$ cat config.mk
export PLATFORM = sky130hd
export DESIGN_NAME = tdm_serial_port_slot_engine
export DESIGN_NICKNAME = d
export VERILOG_FILES = /design/src/rtl/core/tdmsp_pkg.sv /design/src/rtl/core/tdmsp_csr.sv /design/src/rtl/core/tdmsp_core.sv /design/src/rtl/core/tdm_serial_port_slot_engine.sv
export SDC_FILE = /design/constraint.sdc
export NUM_CORES = 1
export LEC_CHECK = 0
export BUFFER_PORTS_ARGS = -buffer_cell sky130_fd_sc_hd__buf_4
export CAP_MARGIN = 20
export CORE_ASPECT_RATIO = 1.5
export CORE_MARGIN = 10
export CORE_UTILIZATION = 56
export DETAILED_ROUTE_END_ITERATION = 8
export PLACE_DENSITY_LB_ADDON = 0.15
export SLEW_MARGIN = 20
export SYNTH_ARGS = -nofsm -noshare
export SYNTH_HDL_FRONTEND = slang
export SYNTH_SLANG_ARGS = --single-unit
$ cat constraint.sdc
create_clock -name clock -period 4.65 [get_ports clock]
set_clock_uncertainty 0.2 [all_clocks]
set_input_delay 0.2325 -clock clock [delete_from_list [all_inputs] [get_ports clock]]
set_output_delay 0.2325 -clock clock [all_outputs]
set_load 0.01 [all_outputs]
$ cat src/rtl/core/tdmsp_pkg.sv
`timescale 1ns / 1ps
`default_nettype none
// ---------------------------------------------------------------------------
// TDM serial port slot engine package
// Operation codes, interrupt codes, register indexes, status bit positions
// and the configuration bundle shared by the engine's modules.
// ---------------------------------------------------------------------------
package tdmsp_pkg;

   localparam int MaxTxRegs  = 3;
   localparam int SlotBits   = 5;
   localparam int CsrIdxBits = 3;
   localparam int CsrBits    = 5;
   localparam int FlagBits   = 6;

   // Status bit positions.
   localparam int FlagTfs = 0;
   localparam int FlagRfs = 1;
   localparam int FlagTue = 2;
   localparam int FlagRoe = 3;
   localparam int FlagTde = 4;
   localparam int FlagRdf = 5;

   typedef enum logic [2:0] {
      OpWriteTx    = 3'd0,
      OpReadRx     = 3'd1,
      OpTxTick     = 3'd2,
      OpRxTick     = 3'd3,
      OpReadStatus = 3'd4
   } op_type;

   typedef enum logic [1:0] {
      IrqNone  = 2'd0,
      IrqData  = 2'd1,
      IrqError = 2'd2
   } irq_type;

   typedef enum logic [CsrIdxBits-1:0] {
      CsrSlotsMinusOne = 3'd0,
      CsrTxEnables     = 3'd1,
      CsrRxEnable      = 3'd2,
      CsrTxIrqEn       = 3'd3,
      CsrTxLastIrqEn   = 3'd4,
      CsrTxErrIrqEn    = 3'd5,
      CsrRxIrqEn       = 3'd6,
      CsrRxErrIrqEn    = 3'd7
   } csr_index_type;

   typedef struct packed {
      logic [SlotBits-1:0]  slots_minus_one;
      logic [MaxTxRegs-1:0] tx_enables;
      logic                 rx_enable;
      logic                 tx_irq_en;
      logic                 tx_last_irq_en;
      logic                 tx_err_irq_en;
      logic                 rx_irq_en;
      logic                 rx_err_irq_en;
   } cfg_type;

endpackage
`default_nettype wire

$ cat src/rtl/core/tdmsp_csr.sv
`timescale 1ns / 1ps
`default_nettype none
// ---------------------------------------------------------------------------
// TDM serial port configuration registers
// Write-only control registers for frame length, enables and interrupt
// enables, presented to the engine as one bundle.
// ---------------------------------------------------------------------------
module tdmsp_csr (
   input  wire logic                                clock,
   input  wire logic                                reset,
   input  wire logic                                csr_write_enable,
   input  wire logic [tdmsp_pkg::CsrIdxBits-1:0]    csr_index,
   input  wire logic [tdmsp_pkg::CsrBits-1:0]       csr_write_data,
   output tdmsp_pkg::cfg_type                       cfg
);

   tdmsp_pkg::cfg_type cfg_ff, cfg_in;

   always_comb begin
      cfg_in = cfg_ff;
      if (csr_write_enable) begin
         case (tdmsp_pkg::csr_index_type'(csr_index))
            tdmsp_pkg::CsrSlotsMinusOne: cfg_in.slots_minus_one = csr_write_data;
            tdmsp_pkg::CsrTxEnables:
               cfg_in.tx_enables = csr_write_data[tdmsp_pkg::MaxTxRegs-1:0];
            tdmsp_pkg::CsrRxEnable:    cfg_in.rx_enable      = csr_write_data[0];
            tdmsp_pkg::CsrTxIrqEn:     cfg_in.tx_irq_en      = csr_write_data[0];
            tdmsp_pkg::CsrTxLastIrqEn: cfg_in.tx_last_irq_en = csr_write_data[0];
            tdmsp_pkg::CsrTxErrIrqEn:  cfg_in.tx_err_irq_en  = csr_write_data[0];
            tdmsp_pkg::CsrRxIrqEn:     cfg_in.rx_irq_en      = csr_write_data[0];
            tdmsp_pkg::CsrRxErrIrqEn:  cfg_in.rx_err_irq_en  = csr_write_data[0];
            default: cfg_in = cfg_ff;
         endcase
      end
   end

   always_ff @(posedge clock) begin
      if (reset) begin
         cfg_ff <= '0;
      end else begin
         cfg_ff <= cfg_in;
      end
   end

   assign cfg = cfg_ff;

endmodule
`default_nettype wire

$ cat src/rtl/core/tdmsp_core.sv
`timescale 1ns / 1ps
`default_nettype none
// ---------------------------------------------------------------------------
// TDM serial port slot state
// Holds the data registers, flags and slot counters, and works out the
// result of one request combinationally; state advances when step is high.
// ---------------------------------------------------------------------------
module tdmsp_core #(
   parameter int WORD_BITS = 24,
   parameter int TX_REGS   = 3
) (
   input  wire logic                  clock,
   input  wire logic                  reset,
   input  wire tdmsp_pkg::cfg_type    cfg,
   input  wire logic                  step,
   input  wire logic [2:0]            operation,
   input  wire logic [1:0]            slot_select,
   input  wire logic [WORD_BITS-1:0]  data_word,
   output logic [WORD_BITS-1:0]       read_data,
   output logic                       slot_valid,
   output logic [WORD_BITS-1:0]       slot_word_0,
   output logic [WORD_BITS-1:0]       slot_word_1,
   output logic [WORD_BITS-1:0]       slot_word_2,
   output logic                       first_slot,
   output logic                       frame_end,
   output tdmsp_pkg::irq_type         tx_irq,
   output logic                       tx_last_irq,
   output tdmsp_pkg::irq_type         rx_irq,
   output logic                       rx_dma_request
);

   localparam logic [1:0] SelLimit = 2'(TX_REGS);
   localparam logic [tdmsp_pkg::FlagBits-1:0] FlagsReset =
      tdmsp_pkg::FlagBits'((1 << tdmsp_pkg::FlagTde) | (1 << tdmsp_pkg::FlagTfs));

   logic [WORD_BITS-1:0]                tx_words_ff [TX_REGS];
   logic [WORD_BITS-1:0]                tx_words_in [TX_REGS];
   logic [WORD_BITS-1:0]                rx_word_ff, rx_word_in;
   logic [TX_REGS-1:0]                  written_ff, written_in;
   logic [tdmsp_pkg::FlagBits-1:0]      flags_ff, flags_in;
   logic                                unread_ff, unread_in;
   logic [tdmsp_pkg::SlotBits-1:0]      tx_count_ff, tx_count_in;
   logic [tdmsp_pkg::SlotBits-1:0]      rx_count_ff, rx_count_in;
   logic [TX_REGS-1:0]                  en;
   logic [WORD_BITS-1:0]                slot_words [tdmsp_pkg::MaxTxRegs];

   assign en = cfg.tx_enables[TX_REGS-1:0];

   always_comb begin
      tx_words_in    = tx_words_ff;
      rx_word_in     = rx_word_ff;
      written_in     = written_ff;
      flags_in       = flags_ff;
      unread_in      = unread_ff;
      tx_count_in    = tx_count_ff;
      rx_count_in    = rx_count_ff;
      read_data      = '0;
      slot_valid     = 1'b0;
      first_slot     = 1'b0;
      frame_end      = 1'b0;
      tx_irq         = tdmsp_pkg::IrqNone;
      tx_last_irq    = 1'b0;
      rx_irq         = tdmsp_pkg::IrqNone;
      rx_dma_request = 1'b0;
      for (int k = 0; k < tdmsp_pkg::MaxTxRegs; k++) begin
         slot_words[k] = '0;
      end

      case (tdmsp_pkg::op_type'(operation))
         tdmsp_pkg::OpWriteTx: begin
            if (slot_select < SelLimit) begin
               for (int j = 0; j < TX_REGS; j++) begin
                  if (slot_select == 2'(j)) begin
                     tx_words_in[j] = data_word;
                     written_in[j]  = 1'b1;
                  end
               end
               if (written_in == en) begin
                  flags_in[tdmsp_pkg::FlagTue] = 1'b0;
                  flags_in[tdmsp_pkg::FlagTde] = 1'b0;
               end
            end
         end
         tdmsp_pkg::OpReadRx: begin
            if (cfg.rx_enable) begin
               unread_in = 1'b0;
               flags_in[tdmsp_pkg::FlagRdf] = 1'b0;
               flags_in[tdmsp_pkg::FlagRoe] = 1'b0;
               read_data = rx_word_ff;
            end
         end
         tdmsp_pkg::OpTxTick: begin
            if (en != '0) begin
               slot_valid = 1'b1;
               for (int j = 0; j < TX_REGS; j++) begin
                  slot_words[j] = tx_words_ff[j];
               end
               if ((written_ff & en) != en) begin
                  flags_in[tdmsp_pkg::FlagTue] = 1'b1;
               end
               flags_in[tdmsp_pkg::FlagTde] = 1'b1;
               written_in = '0;
               first_slot = (tx_count_ff == '0);
               flags_in[tdmsp_pkg::FlagTfs] = first_slot;
               // A frame length lowered under the running count also ends the frame.
               if (tx_count_ff >= cfg.slots_minus_one) begin
                  frame_end   = 1'b1;
                  tx_count_in = '0;
                  tx_last_irq = cfg.tx_last_irq_en;
               end else begin
                  tx_count_in = tx_count_ff + 1'b1;
               end
               if (flags_in[tdmsp_pkg::FlagTue] && cfg.tx_err_irq_en) begin
                  tx_irq = tdmsp_pkg::IrqError;
                  flags_in[tdmsp_pkg::FlagTue] = 1'b0;
               end else if (cfg.tx_irq_en) begin
                  tx_irq = tdmsp_pkg::IrqData;
               end
            end
         end
         tdmsp_pkg::OpRxTick: begin
            if (cfg.rx_enable) begin
               if (unread_ff) begin
                  flags_in[tdmsp_pkg::FlagRoe] = 1'b1;
               end
               rx_word_in     = data_word;
               unread_in      = 1'b1;
               flags_in[tdmsp_pkg::FlagRdf] = 1'b1;
               rx_dma_request = 1'b1;
               flags_in[tdmsp_pkg::FlagRfs] = (rx_count_ff == '0);
               if (flags_in[tdmsp_pkg::FlagRoe] && cfg.rx_err_irq_en) begin
                  rx_irq = tdmsp_pkg::IrqError;
                  flags_in[tdmsp_pkg::FlagRoe] = 1'b0;
               end else if (cfg.rx_irq_en) begin
                  rx_irq = tdmsp_pkg::IrqData;
               end
               if (rx_count_ff >= cfg.slots_minus_one) begin
                  rx_count_in = '0;
               end else begin
                  rx_count_in = rx_count_ff + 1'b1;
               end
            end
         end
         tdmsp_pkg::OpReadStatus: begin
            read_data = WORD_BITS'(flags_ff);
         end
         default: begin
            read_data = '0;
         end
      endcase
   end

   assign slot_word_0 = slot_words[0];
   assign slot_word_1 = slot_words[1];
   assign slot_word_2 = slot_words[2];

   always_ff @(posedge clock) begin
      if (reset) begin
         for (int j = 0; j < TX_REGS; j++) begin
            tx_words_ff[j] <= '0;
         end
         rx_word_ff  <= '0;
         written_ff  <= '0;
         flags_ff    <= FlagsReset;
         unread_ff   <= 1'b0;
         tx_count_ff <= '0;
         rx_count_ff <= '0;
      end else if (step) begin
         tx_words_ff <= tx_words_in;
         rx_word_ff  <= rx_word_in;
         written_ff  <= written_in;
         flags_ff    <= flags_in;
         unread_ff   <= unread_in;
         tx_count_ff <= tx_count_in;
         rx_count_ff <= rx_count_in;
      end
   end

endmodule
`default_nettype wire

$ cat src/rtl/core/tdm_serial_port_slot_engine.sv
`timescale 1ns / 1ps
`default_nettype none
// ---------------------------------------------------------------------------
// TDM serial port slot engine
// Time-division serial port with transmit data registers, a receive register,
// status flags, slot counters and interrupt outcomes, one result per request.
// ---------------------------------------------------------------------------
// The engine takes one request per clock while req_stall is low and returns
// exactly one response for it: the request is captured in an input
// register, the flag, counter and data-register update is worked out in one
// pass of logic, and the response is held in an output register. While the
// response side stalls, the input register still takes one more request, so
// throughput is one request per cycle whenever the response side keeps up.
// Configuration registers must only be written while no request is in flight.
module tdm_serial_port_slot_engine #(
   parameter int WORD_BITS = 24,
   parameter int TX_REGS   = 3
) (
   input  wire logic                               clock,
   input  wire logic                               reset,
   input  wire logic                               csr_write_enable,
   input  wire logic [tdmsp_pkg::CsrIdxBits-1:0]   csr_index,
   input  wire logic [tdmsp_pkg::CsrBits-1:0]      csr_write_data,
   input  wire logic                               req_valid,
   output logic                                    req_stall,
   input  wire logic [2:0]                         req_operation,
   input  wire logic [1:0]                         req_slot_select,
   input  wire logic [WORD_BITS-1:0]               req_data_word,
   output logic                                    rsp_valid,
   input  wire logic                               rsp_stall,
   output logic [WORD_BITS-1:0]                    rsp_read_data,
   output logic                                    rsp_slot_valid,
   output logic [WORD_BITS-1:0]                    rsp_slot_word_0,
   output logic [WORD_BITS-1:0]                    rsp_slot_word_1,
   output logic [WORD_BITS-1:0]                    rsp_slot_word_2,
   output logic                                    rsp_first_slot,
   output logic                                    rsp_frame_end,
   output logic [1:0]                              rsp_tx_irq,
   output logic                                    rsp_tx_last_irq,
   output logic [1:0]                              rsp_rx_irq,
   output logic                                    rsp_rx_dma_request
);

   tdmsp_pkg::cfg_type cfg;

   logic                  in_valid_ff, in_valid_in;
   logic [2:0]            in_op_ff;
   logic [1:0]            in_sel_ff;
   logic [WORD_BITS-1:0]  in_data_ff;
   logic                  out_valid_ff, out_valid_in;
   logic                  advance, step, req_take;

   logic [WORD_BITS-1:0]  nx_read_data, nx_w0, nx_w1, nx_w2;
   logic                  nx_slot_valid, nx_first, nx_end, nx_last_irq, nx_dma;
   tdmsp_pkg::irq_type    nx_tx_irq, nx_rx_irq;

   logic [WORD_BITS-1:0]  read_data_ff, w0_ff, w1_ff, w2_ff;
   logic                  slot_valid_ff, first_ff, end_ff, last_irq_ff, dma_ff;
   logic [1:0]            tx_irq_ff, rx_irq_ff;

   tdmsp_csr u_csr (
      .clock            (clock),
      .reset            (reset),
      .csr_write_enable (csr_write_enable),
      .csr_index        (csr_index),
      .csr_write_data   (csr_write_data),
      .cfg              (cfg)
   );

   tdmsp_core #(
      .WORD_BITS (WORD_BITS),
      .TX_REGS   (TX_REGS)
   ) u_core (
      .clock          (clock),
      .reset          (reset),
      .cfg            (cfg),
      .step           (step),
      .operation      (in_op_ff),
      .slot_select    (in_sel_ff),
      .data_word      (in_data_ff),
      .read_data      (nx_read_data),
      .slot_valid     (nx_slot_valid),
      .slot_word_0    (nx_w0),
      .slot_word_1    (nx_w1),
      .slot_word_2    (nx_w2),
      .first_slot     (nx_first),
      .frame_end      (nx_end),
      .tx_irq         (nx_tx_irq),
      .tx_last_irq    (nx_last_irq),
      .rx_irq         (nx_rx_irq),
      .rx_dma_request (nx_dma)
   );

   // The output register can take a new response when empty or being drained.
   assign advance   = !out_valid_ff || !rsp_stall;
   assign step      = in_valid_ff && advance;
   assign req_stall = in_valid_ff && !advance;
   assign req_take  = req_valid && !req_stall;

   always_comb begin
      in_valid_in = in_valid_ff;
      if (req_take) begin
         in_valid_in = 1'b1;
      end else if (step) begin
         in_valid_in = 1'b0;
      end
      out_valid_in = out_valid_ff;
      if (step) begin
         out_valid_in = 1'b1;
      end else if (!rsp_stall) begin
         out_valid_in = 1'b0;
      end
   end

   always_ff @(posedge clock) begin
      if (reset) begin
         in_valid_ff  <= 1'b0;
         out_valid_ff <= 1'b0;
      end else begin
         in_valid_ff  <= in_valid_in;
         out_valid_ff <= out_valid_in;
      end
   end

   always_ff @(posedge clock) begin
      if (req_take) begin
         in_op_ff   <= req_operation;
         in_sel_ff  <= req_slot_select;
         in_data_ff <= req_data_word;
      end
      if (step) begin
         read_data_ff  <= nx_read_data;
         slot_valid_ff <= nx_slot_valid;
         w0_ff         <= nx_w0;
         w1_ff         <= nx_w1;
         w2_ff         <= nx_w2;
         first_ff      <= nx_first;
         end_ff        <= nx_end;
         tx_irq_ff     <= nx_tx_irq;
         last_irq_ff   <= nx_last_irq;
         rx_irq_ff     <= nx_rx_irq;
         dma_ff        <= nx_dma;
      end
   end

   assign rsp_valid          = out_valid_ff;
   assign rsp_read_data      = read_data_ff;
   assign rsp_slot_valid     = slot_valid_ff;
   assign rsp_slot_word_0    = w0_ff;
   assign rsp_slot_word_1    = w1_ff;
   assign rsp_slot_word_2    = w2_ff;
   assign rsp_first_slot     = first_ff;
   assign rsp_frame_end      = end_ff;
   assign rsp_tx_irq         = tx_irq_ff;
   assign rsp_tx_last_irq    = last_irq_ff;
   assign rsp_rx_irq         = rx_irq_ff;
   assign rsp_rx_dma_request = dma_ff;

   // A response only appears after a request left the input register.
   a_rsp_from_step: assert property (@(posedge clock) disable iff (reset)
      $rose(out_valid_ff) |-> $past(step))
      else $error("response appeared without a processed request");

   // Slot markers only accompany an emitted transmit slot.
   a_markers_need_slot: assert property (@(posedge clock) disable iff (reset)
      (out_valid_ff && (first_ff || end_ff || last_irq_ff)) |-> slot_valid_ff)
      else $error("slot marker without a transmit slot");

   // A request held in the input register is not lost while the output stalls.
   a_held_request_kept: assert property (@(posedge clock) disable iff (reset)
      (in_valid_ff && !step) |=> in_valid_ff)
      else $error("held request dropped");

   // A transmit tick and a receive tick never share a response.
   a_one_direction: assert property (@(posedge clock) disable iff (reset)
      out_valid_ff |-> !(slot_valid_ff && dma_ff))
      else $error("transmit and receive outcome in one response");

endmodule
`default_nettype wire

# After elaboration in Yosys (flattened, before gate mapping)
# Index checks and enable logic that the tools add are counted.
# word_totals
reg_bits	266
latchBits	0
ram_bits	0
rom_bits	0
in_bits	42
out_inout_bits	107
wordCells	155
n_memories	0
# op_classes
addsub	2
n_mul	0
div_mod_pow	0
magnitude_cmp	3
n_eq_ne	21
shift	0
mux	46
bitwise_logic	5
reduce_logical	40
# ops
cell	count
$pmux W24 S2	1
$mux W1	33
$mux W24	1
$reduce_and A2 Y1	10
$reduce_and A4 Y1	5
$eq A3 B3 Y1 const B	5
$eq A3 B2 Y1 const B	4
$add A5 B1 Y5 const B	2
$ge A5 B5 Y1	2
$logic_not A5 Y1	2
$mux W5	2
$reduce_and A3 Y1	3
$ne A2 B1 Y1 const B	4
$pmux W1 S2	4
$eq A3 B1 Y1 const B	2
$logic_not A3 Y1	2
$mux W3	2
$pmux W3 S2	1
$reduce_bool A2 Y1	3
$reduce_or A3 Y1	2
$logic_and A1 B1 Y1	5
$reduce_and A5 Y1	1
$logic_not A1 Y1	4
$mux W2	2
other kinds (11)	15

# Logic depth before layout (Yosys ltp)
# Gate-level depths: netlist of the first run.
# logic_depth
ltp_word	9
ltp_mapped	8
depth_no_buf	7

# By module
# A second synthesis of the first run with hierarchy kept.
# hier_totals
hier_cells	897
area_unflattened_um2	10049.6
# modules_own_cells
module	instances	cells_per_inst	area_each_um2	seq_area_each_um2
tdmsp_core	1	695	5288.8	2302.2
tdm_serial_port_slot_engine	1	144	4110.2	4063.9
tdmsp_csr	1	58	650.6	280.3

# Least setup slack after synthesis of the first run
# Ideal clock, no wire load.
# synth_path
kind	register to register
from	reg out_valid_ff, in the netlist rsp_valid
to	reg u_core.tx_words_ff[62] (netlist bit)
setup_time_ns	0.132
t_arrival_ns	3.411
t_required_ns	4.318
setup_slack_ns	0.906
stages_incl_launch_ff	8
n_path_buf	2
synth_period_minus_slack_ns	3.744
path_cell_list	dfxtp_1 > a21boi_4 > nand2_2 > or3_1 > buf_2 > buf_6 > nand2_1 > a21oi_1
# synth_via
elab_chain_len	4
# synth_rtl
item	line	source
start, declared	tdm_serial_port_slot_engine.sv:50	logic out_valid_ff, out_valid_in;
start signal, assigned	tdm_serial_port_slot_engine.sv:121	out_valid_ff <= out_valid_in;
$logic_not A1 Y1	tdm_serial_port_slot_engine.sv:95	assign advance = !out_valid_ff || !rsp_stall;
$logic_or A1 B1 Y1	tdm_serial_port_slot_engine.sv:95	
$logic_and A1 B1 Y1	tdm_serial_port_slot_engine.sv:96	assign step = in_valid_ff && advance;
$reduce_and A4 Y1 (no line)	n/a	
end signal, assigned	tdmsp_core.sv:169	tx_words_ff <= tx_words_in;
end, declared	tdmsp_core.sv:36	logic [WORD_BITS-1:0] tx_words_ff [TX_REGS];
# No other way between the ends.
# A chain may end at the register's enable or synchronous reset.

# Worst setup path in the final report of the first run
# layout_path
from	in rsp_stall
to	reg u_core.rx_count_ff[1] (netlist bit)
# layout_via
elab_chain_len	4
# layout_rtl
item	line	source
start, declared	tdm_serial_port_slot_engine.sv:30	input wire logic rsp_stall,
$logic_not A1 Y1	n/a	
$logic_or A1 B1 Y1	tdm_serial_port_slot_engine.sv:95	
$logic_and A1 B1 Y1	tdm_serial_port_slot_engine.sv:96	
$reduce_and A3 Y1 (no line)	n/a	
end signal, assigned	tdmsp_core.sv:175	rx_count_ff <= rx_count_in;
end, declared	tdmsp_core.sv:43	logic [tdmsp_pkg::SlotBits-1:0] rx_count_ff, rx_count_in;
# No other way between the ends.

==> impl_metrics.json, run 1 <==
{
  "outcome": "finished, final reports clean",
  "cts_tree": "yes",
  "cap_violations": 0,
  "ir_worst_vdd_mv": 0.304,
  "die_y_um": 184,
  "drtPass1Iterations": 5,
  "slew_headroom_pct": 29.5,
  "p_clk_share_pct": 42.5,
  "synth_nets": 961,
  "core.rowCount": 59,
  "post_cts.repair.setup_buffers": 0,
  "hpwl_um": 15200,
  "cts.path.max_buffers": 3,
  "cp_max_fo": 64,
  "nNetsFinal": 1130,
  "cts_buffers": 24,
  "swShare_pct": 20.5,
  "grt_pass1_wl_um": 36400,
  "synth_edf_count": 134,
  "hold_viol_final": 0,
  "max_freq_mhz": 368,
  "fin_hold_ws_ns": 0.0368,
  "grt_usage_pct": 19.0,
  "cts_max_level": 1,
  "worstSetupPathType": "input port to register",
  "fillers": 1252,
  "leakage_nw": 4.92,
  "ff2ff_setup_slack_ns": 1.96,
  "gr-total-overflow": 0,
  "avgViaCountPerCell": 5.45,
  "portBuffers": 148,
  "reg2reg_depth": 6,
  "yosysSeqAreaShare_pct": 66.4,
  "synth_ff_type": "edfxtp_1",
  "max_slew.worst_pin.slew_ns": 1.06,
  "drt_iter0_markers": 593,
  "mostFrequentLayoutCells": "208 x nand2_1, 156 x buf_4, 134 x edfxtp_1, 131 x dfxtp_1, 111 x a21oi_1",
  "dieArea_um2": 23700,
  "grt_max_degree": 76,
  "min_path_type": "input port to register",
  "syn_inst": 905,
  "die_w_um": 129,
  "syn_to_final_growth_pct": 24.8,
  "layout.area.seq_um2": 6650,
  "end_kind": "register",
  "cts.hold.buffers_added": 46,
  "setup_tns_ns": 0,
  "cts-root-buf": "clkbuf_16",
  "drc_errors": 0,
  "setup_ws_ns": 1.93,
  "p_comb_share_pct": 4.7,
  "crit_start": "rsp_stall",
  "endpoint": "u_core.rx_count_ff[1]",
  "antenna_found_initial": 0,
  "drive_gt1_share_pct": 19.0,
  "powerDensity_nw_per_um2": 385,
  "ys_ff_latch": 265,
  "final_util_pct": 71.4,
  "clock_latency_ns": 0.51,
  "routed_wl_um": 23400,
  "avgSynthCellArea_um2": 11.1,
  "post-place-ws_ns": 1.99,
  "critPathLaunchType": "input port",
  "seqPwrFrac_pct": 52.8,
  "cts_sinks": 265,
  "final_common_cell": "nand2_1",
  "drv_slew": 0,
  "power_mw": 4.81,
  "rsz0062_at_grt": "false",
  "r2r_start": "in_valid_ff",
  "ant_nets": 0,
  "min_period_ns": 2.72,
  "internal-power_mw": 3.82,
  "wire_per_inst_um": 17.9,
  "syn_area_um2": 10000,
  "start_util_pct": 57.2,
  "finalSetupViolCount": 0,
  "synth_cell_types": 49,
  "critPathArrivalTime_ns": 2.88,
  "diodes": 0,
  "gp_congestion": 0.833,
  "cp.required_ns": 4.82,
  "multi_input_area_um2": 3060,
  "num_vias": 7109,
  "synthArstFlopShare_pct": 0,
  "r2r-end": "u_core.rx_count_ff[1]",
  "cts_resized": 0,
  "boundaryPins": 149,
  "ys_warn_count": 0,
  "first_global_vias": 6809,
  "period_share_pct": 58.5,
  "cts.clk_slew.worst_paths_ns": 0.07,
  "p_switching_uw": 985,
  "coreArea_um2": 17500
}
## area by class of cell
cell class                      instances  share of cell area (%)
Clock inverter                         13                    1.32
Inverter                               13                   0.391
Tap cell                              213                    2.13
Clock buffer                           31                    5.27
Multi-Input combinational cell        567                    24.5
Timing Repair Buffer                  203                    13.2
Sequential cell                       265                    53.2
## synth_stat cells, types with 7 or more instances
library cell	instances	share of area (%)
nand3_1	12	0.60
dfxtp_1	131	26
nand2_1	208	7.8
a21oi_1	111	5.6
buf_2	17	0.85
mux2i_1	15	1.5
edfxtp_1	134	40
nand2b_1	7	0.44
inv_1	13	0.49
and2_1	20	1.3
ha_1	14	1.8
and3_1	77	4.8
nor2_1	32	1.2
clkbuf_1	39	1.5
## registers in the layout (all words and copies together) (netlist names), 2 cells and up
name / cells
in_data_ff: 24
in_op_ff: 3
in_sel_ff: 2
rsp_read_data: 24
rsp_rx_irq: 2
rsp_slot_word_0: 24
rsp_slot_word_1: 24
rsp_slot_word_2: 24
rsp_tx_irq: 2
u_core.flags_ff: 5
u_core.rx_count_ff: 5
u_core.rx_word_ff: 24
u_core.tx_count_ff: 5
u_core.tx_words_ff: 72
u_core.written_ff: 3
u_csr.cfg: 14
## per-stage QoR
stage / std cells / area [µm²]
after floorplan: 905 / 10000
after global placement: 1214 / 11200
after detailed placement: 1215 / 11200
after CTS: 1305 / 12500
after global routing: 1305 / 12500
final: 1305 / 12500
## metal layers
layer	track usage (%)	up-vias	wire length (µm)
met5	0	-	0
met4	5.25	0	435
met3	3.46	27	1430
met2	34.0	217	12200
met1	22.8	3382	9390
li1	-	3483	-
## worst min path at each step
stage | startpoint | endpoint | slack, ns | cells after the start
after floorplan | req_data_word[0] | in_data_ff[0] | 0.13 | 0
after global placement | req_data_word[13] | in_data_ff[13] | 0.21 | 1
after detailed placement | req_data_word[13] | in_data_ff[13] | 0.21 | 1
after CTS | reset | u_csr.cfg[12] | 0.02 | 2
after global routing | reset | u_csr.cfg[2] | 0.06 | 2
final | reset | u_core.rx_count_ff[0] | 0.04 | 2
## critical path, stage by stage
cell and delay [ns]:
dlygate4sd3_1 0.53, buf_4 0.15, a21boi_4 0.20, buf_4 0.69, and2_1 0.30, nand2_2 0.38
a22oi_1 0.31, nor2_1 0.06
## power groups by stage
| stage | Combinational (mW) | Sequential, mW | Clock [mW] |
|---|---|---|---|
| global route | 0.242 | 2.54 | 2.16 |
| finish | 0.224 | 2.54 | 2.04 |
| detailed placement | 0.193 | 2.59 | 0 |
| global placement | 0.192 | 2.59 | 0 |
| CTS | 0.223 | 2.54 | 2.08 |
| floorplan | 0.0842 | 2.59 | 0 |
## logic make-up (layout without fill, tap and decap cells)
kind of cell | Yosys count | count (layout) | share of synthesized area [%]
flops | 265 | 265 | 66.4
fa+ha+maj | 14 | 14 | 1.75
buf+inv | 73 | 260 | 3.18
compound gates | 145 | 145 | 8.18
simple gates | 393 | 393 | 19.0
mux | 15 | 15 | 1.50
No activity file was read; power rests on OpenSTA's default activity.
==> run 2, diff against run 1 <==
CORE_UTILIZATION = 51   (was 56)
clock period = 2.47 ns   (was 4.65 ns; I/O delays follow)
==> run 2 against run 1 <==
  * Setup slack got worse by 1.9 ns
  * Sequential share of layout area fell by 1.3 points
  * Non-clock buffer count rose by 22
  * Clock-buffer cell count rose by 3
  * Clock power rose by 84%
  * Highest routed layer unchanged
  * Hold slack improved by 0.034 ns
  * Register-to-register slack got worse by 1.7 ns
  * Critical path type unchanged
  * First-iteration DRC count fell by 19%
  * Critical path depth fell by 1
==> impl_metrics.json, run 2 (same netlist as run 1, synthesis figures left out) <==
{
  "fillers": 1531,
  "wire_per_inst_um": 17.3,
  "regMostFlops": "u_core.tx_words_ff",
  "largest_reg_flops": 72,
  "nNetsFinal": 1153,
  "die_w_um": 134,
  "slew_headroom_pct": 38.3,
  "cp_max_fo": 6,
  "finalSetupViolCount": 0,
  "drtPass1Iterations": 5,
  "portBuffers": 148,
  "gr-total-overflow": 0,
  "grt_usage_pct": 17.9,
  "p_clk_share_pct": 41.7,
  "coreArea_um2": 19200,
  "power_mw": 8.99,
  "syn_to_final_growth_pct": 27.9,
  "clock_latency_ns": 0.52,
  "start_util_pct": 52.0,
  "cts.clk_slew.worst_paths_ns": 0.06,
  "min_path_type": "input port to register",
  "layout.area.seq_um2": 6650,
  "diodes": 0,
  "die_y_um": 192,
  "setup_tns_ns": 0,
  "critPathLaunchType": "input port",
  "cts_tree": "yes",
  "ir_worst_vdd_mv": 0.677,
  "max_slew.worst_pin.slew_ns": 0.926,
  "boundaryPins": 149,
  "gp_congestion": 0.850,
  "drive_gt1_share_pct": 20.3,
  "cp.required_ns": 2.68,
  "cts-root-buf": "clkbuf_16",
  "end_kind": "register",
  "swShare_pct": 21.0,
  "grt_max_degree": 74,
  "core.rowCount": 62,
  "avgViaCountPerCell": 5.24,
  "cts_buffers": 25,
  "rsz0062_at_grt": "false",
  "outcome": "finished, final reports clean",
  "min_period_ns": 2.39,
  "final_common_cell": "nand2_1",
  "dieArea_um2": 25700,
  "critPathArrivalTime_ns": 2.60,
  "max_freq_mhz": 418,
  "routed_wl_um": 23800,
  "drt_iter0_markers": 483,
  "powerDensity_nw_per_um2": 702,
  "worstSetupPathType": "input port to register",
  "num_vias": 7187,
  "cap_violations": 0,
  "seqPwrFrac_pct": 53.2,
  "hpwl_um": 15500,
  "p_comb_share_pct": 5.1,
  "cts_max_level": 1,
  "mostFrequentLayoutCells": "208 x nand2_1, 163 x buf_4, 134 x edfxtp_1, 129 x dfxtp_1, 109 x a21oi_1",
  "cts.path.max_buffers": 3,
  "hold_viol_final": 0,
  "ant_nets": 0,
  "leakage_nw": 5.05,
  "p_switching_mw": 1.89,
  "drc_errors": 0,
  "antenna_found_initial": 0,
  "first_global_vias": 7147,
  "internal-power_mw": 7.09,
  "grt_pass1_wl_um": 37500,
  "drv_slew": 0,
  "period_share_pct": 96.7,
  "cts_sinks": 265,
  "multi_input_area_um2": 3090
}
-- run 2: cell types whose count changed in the layout (fill, tap and decap cells not counted), sizes merged --
cell,change
dlygate4sd3,+12
buf,+10
clkbuf,+3
clkinv,-3
inv,+3
bufinv,-2
clkinvlp,+1
-- run 2: repair_timing --
action	CTS	global route
endpoints found under the setup margin	0	2
hold buffers	58	1
gates resized for setup	0	1
buffers inserted	0	0
endpoints found under the hold margin	132	3
-- run 2: area by class of cell --
class                      instances  area share [%]
clock buffer                      34            5.39
inverter                          13           0.381
timing repair buffer             225            14.7
multi-input combinational        567            24.1
tap                              256            2.50
sequential                       265            52.0
clock inverter                    12           0.938
-- run 2: critical path, cell delays in order --
cell	delay (ns)
buf_4	0.14
dlygate4sd3_1	0.62
nor3b_4	0.30
mux2i_1	0.24
dlygate4sd3_1	0.58
nor2_1	0.04
dlygate4sd3_1	0.55
-- run 2: worst paths after layout --
check	from	endpoint	slack, ns	cells after the start
hold reg to reg	u_core.tx_words_ff[18]	u_core.tx_words_ff[18]	0.25	2
hold / removal	csr_write_enable	u_csr.cfg[3]	0.07	5
setup / recovery	csr_index[2]	u_csr.cfg[7]	0.08	7
setup reg to reg	in_op_ff[1]	u_core.tx_words_ff[41]	0.27	5
-- run 2: stage by stage --
step           std cells  hold WS, ns  area, µm²  utilization, %  setup slack, ns
6_report            1372       0.0706      12800            66.5           0.0805
5_1_grt             1372        0.102      12800            66.5          0.00562
4_1_cts             1372       0.0104      12800            66.5           0.0671
3_5_place_dp        1268        0.103      11400            59.3            0.281
3_3_place_gp        1268        0.102      11400            59.3            0.339
2_1_floorplan        905       0.0224      10100               -            -1.18
-- run 2: routing by layer --
metal | GRT usage (%) | vias to the layer above | routed length [µm]
met5 | 0 | - | 0
met4 | 6.80 | 0 | 679
met3 | 3.06 | 43 | 1340
met2 | 31.7 | 229 | 12200
met1 | 21.3 | 3388 | 9570
li1 | - | 3527 | -
-- run 2: power groups by stage --
stage | Combinational [mW] | Clock (mW) | Sequential (mW)
final | 0.457 | 3.75 | 4.78
after global routing | 0.493 | 4.00 | 4.79
after floorplan | 0.162 | 0 | 4.88
after global placement | 0.387 | 0 | 4.87
after detailed placement | 0.390 | 0 | 4.87
after CTS | 0.456 | 3.82 | 4.78
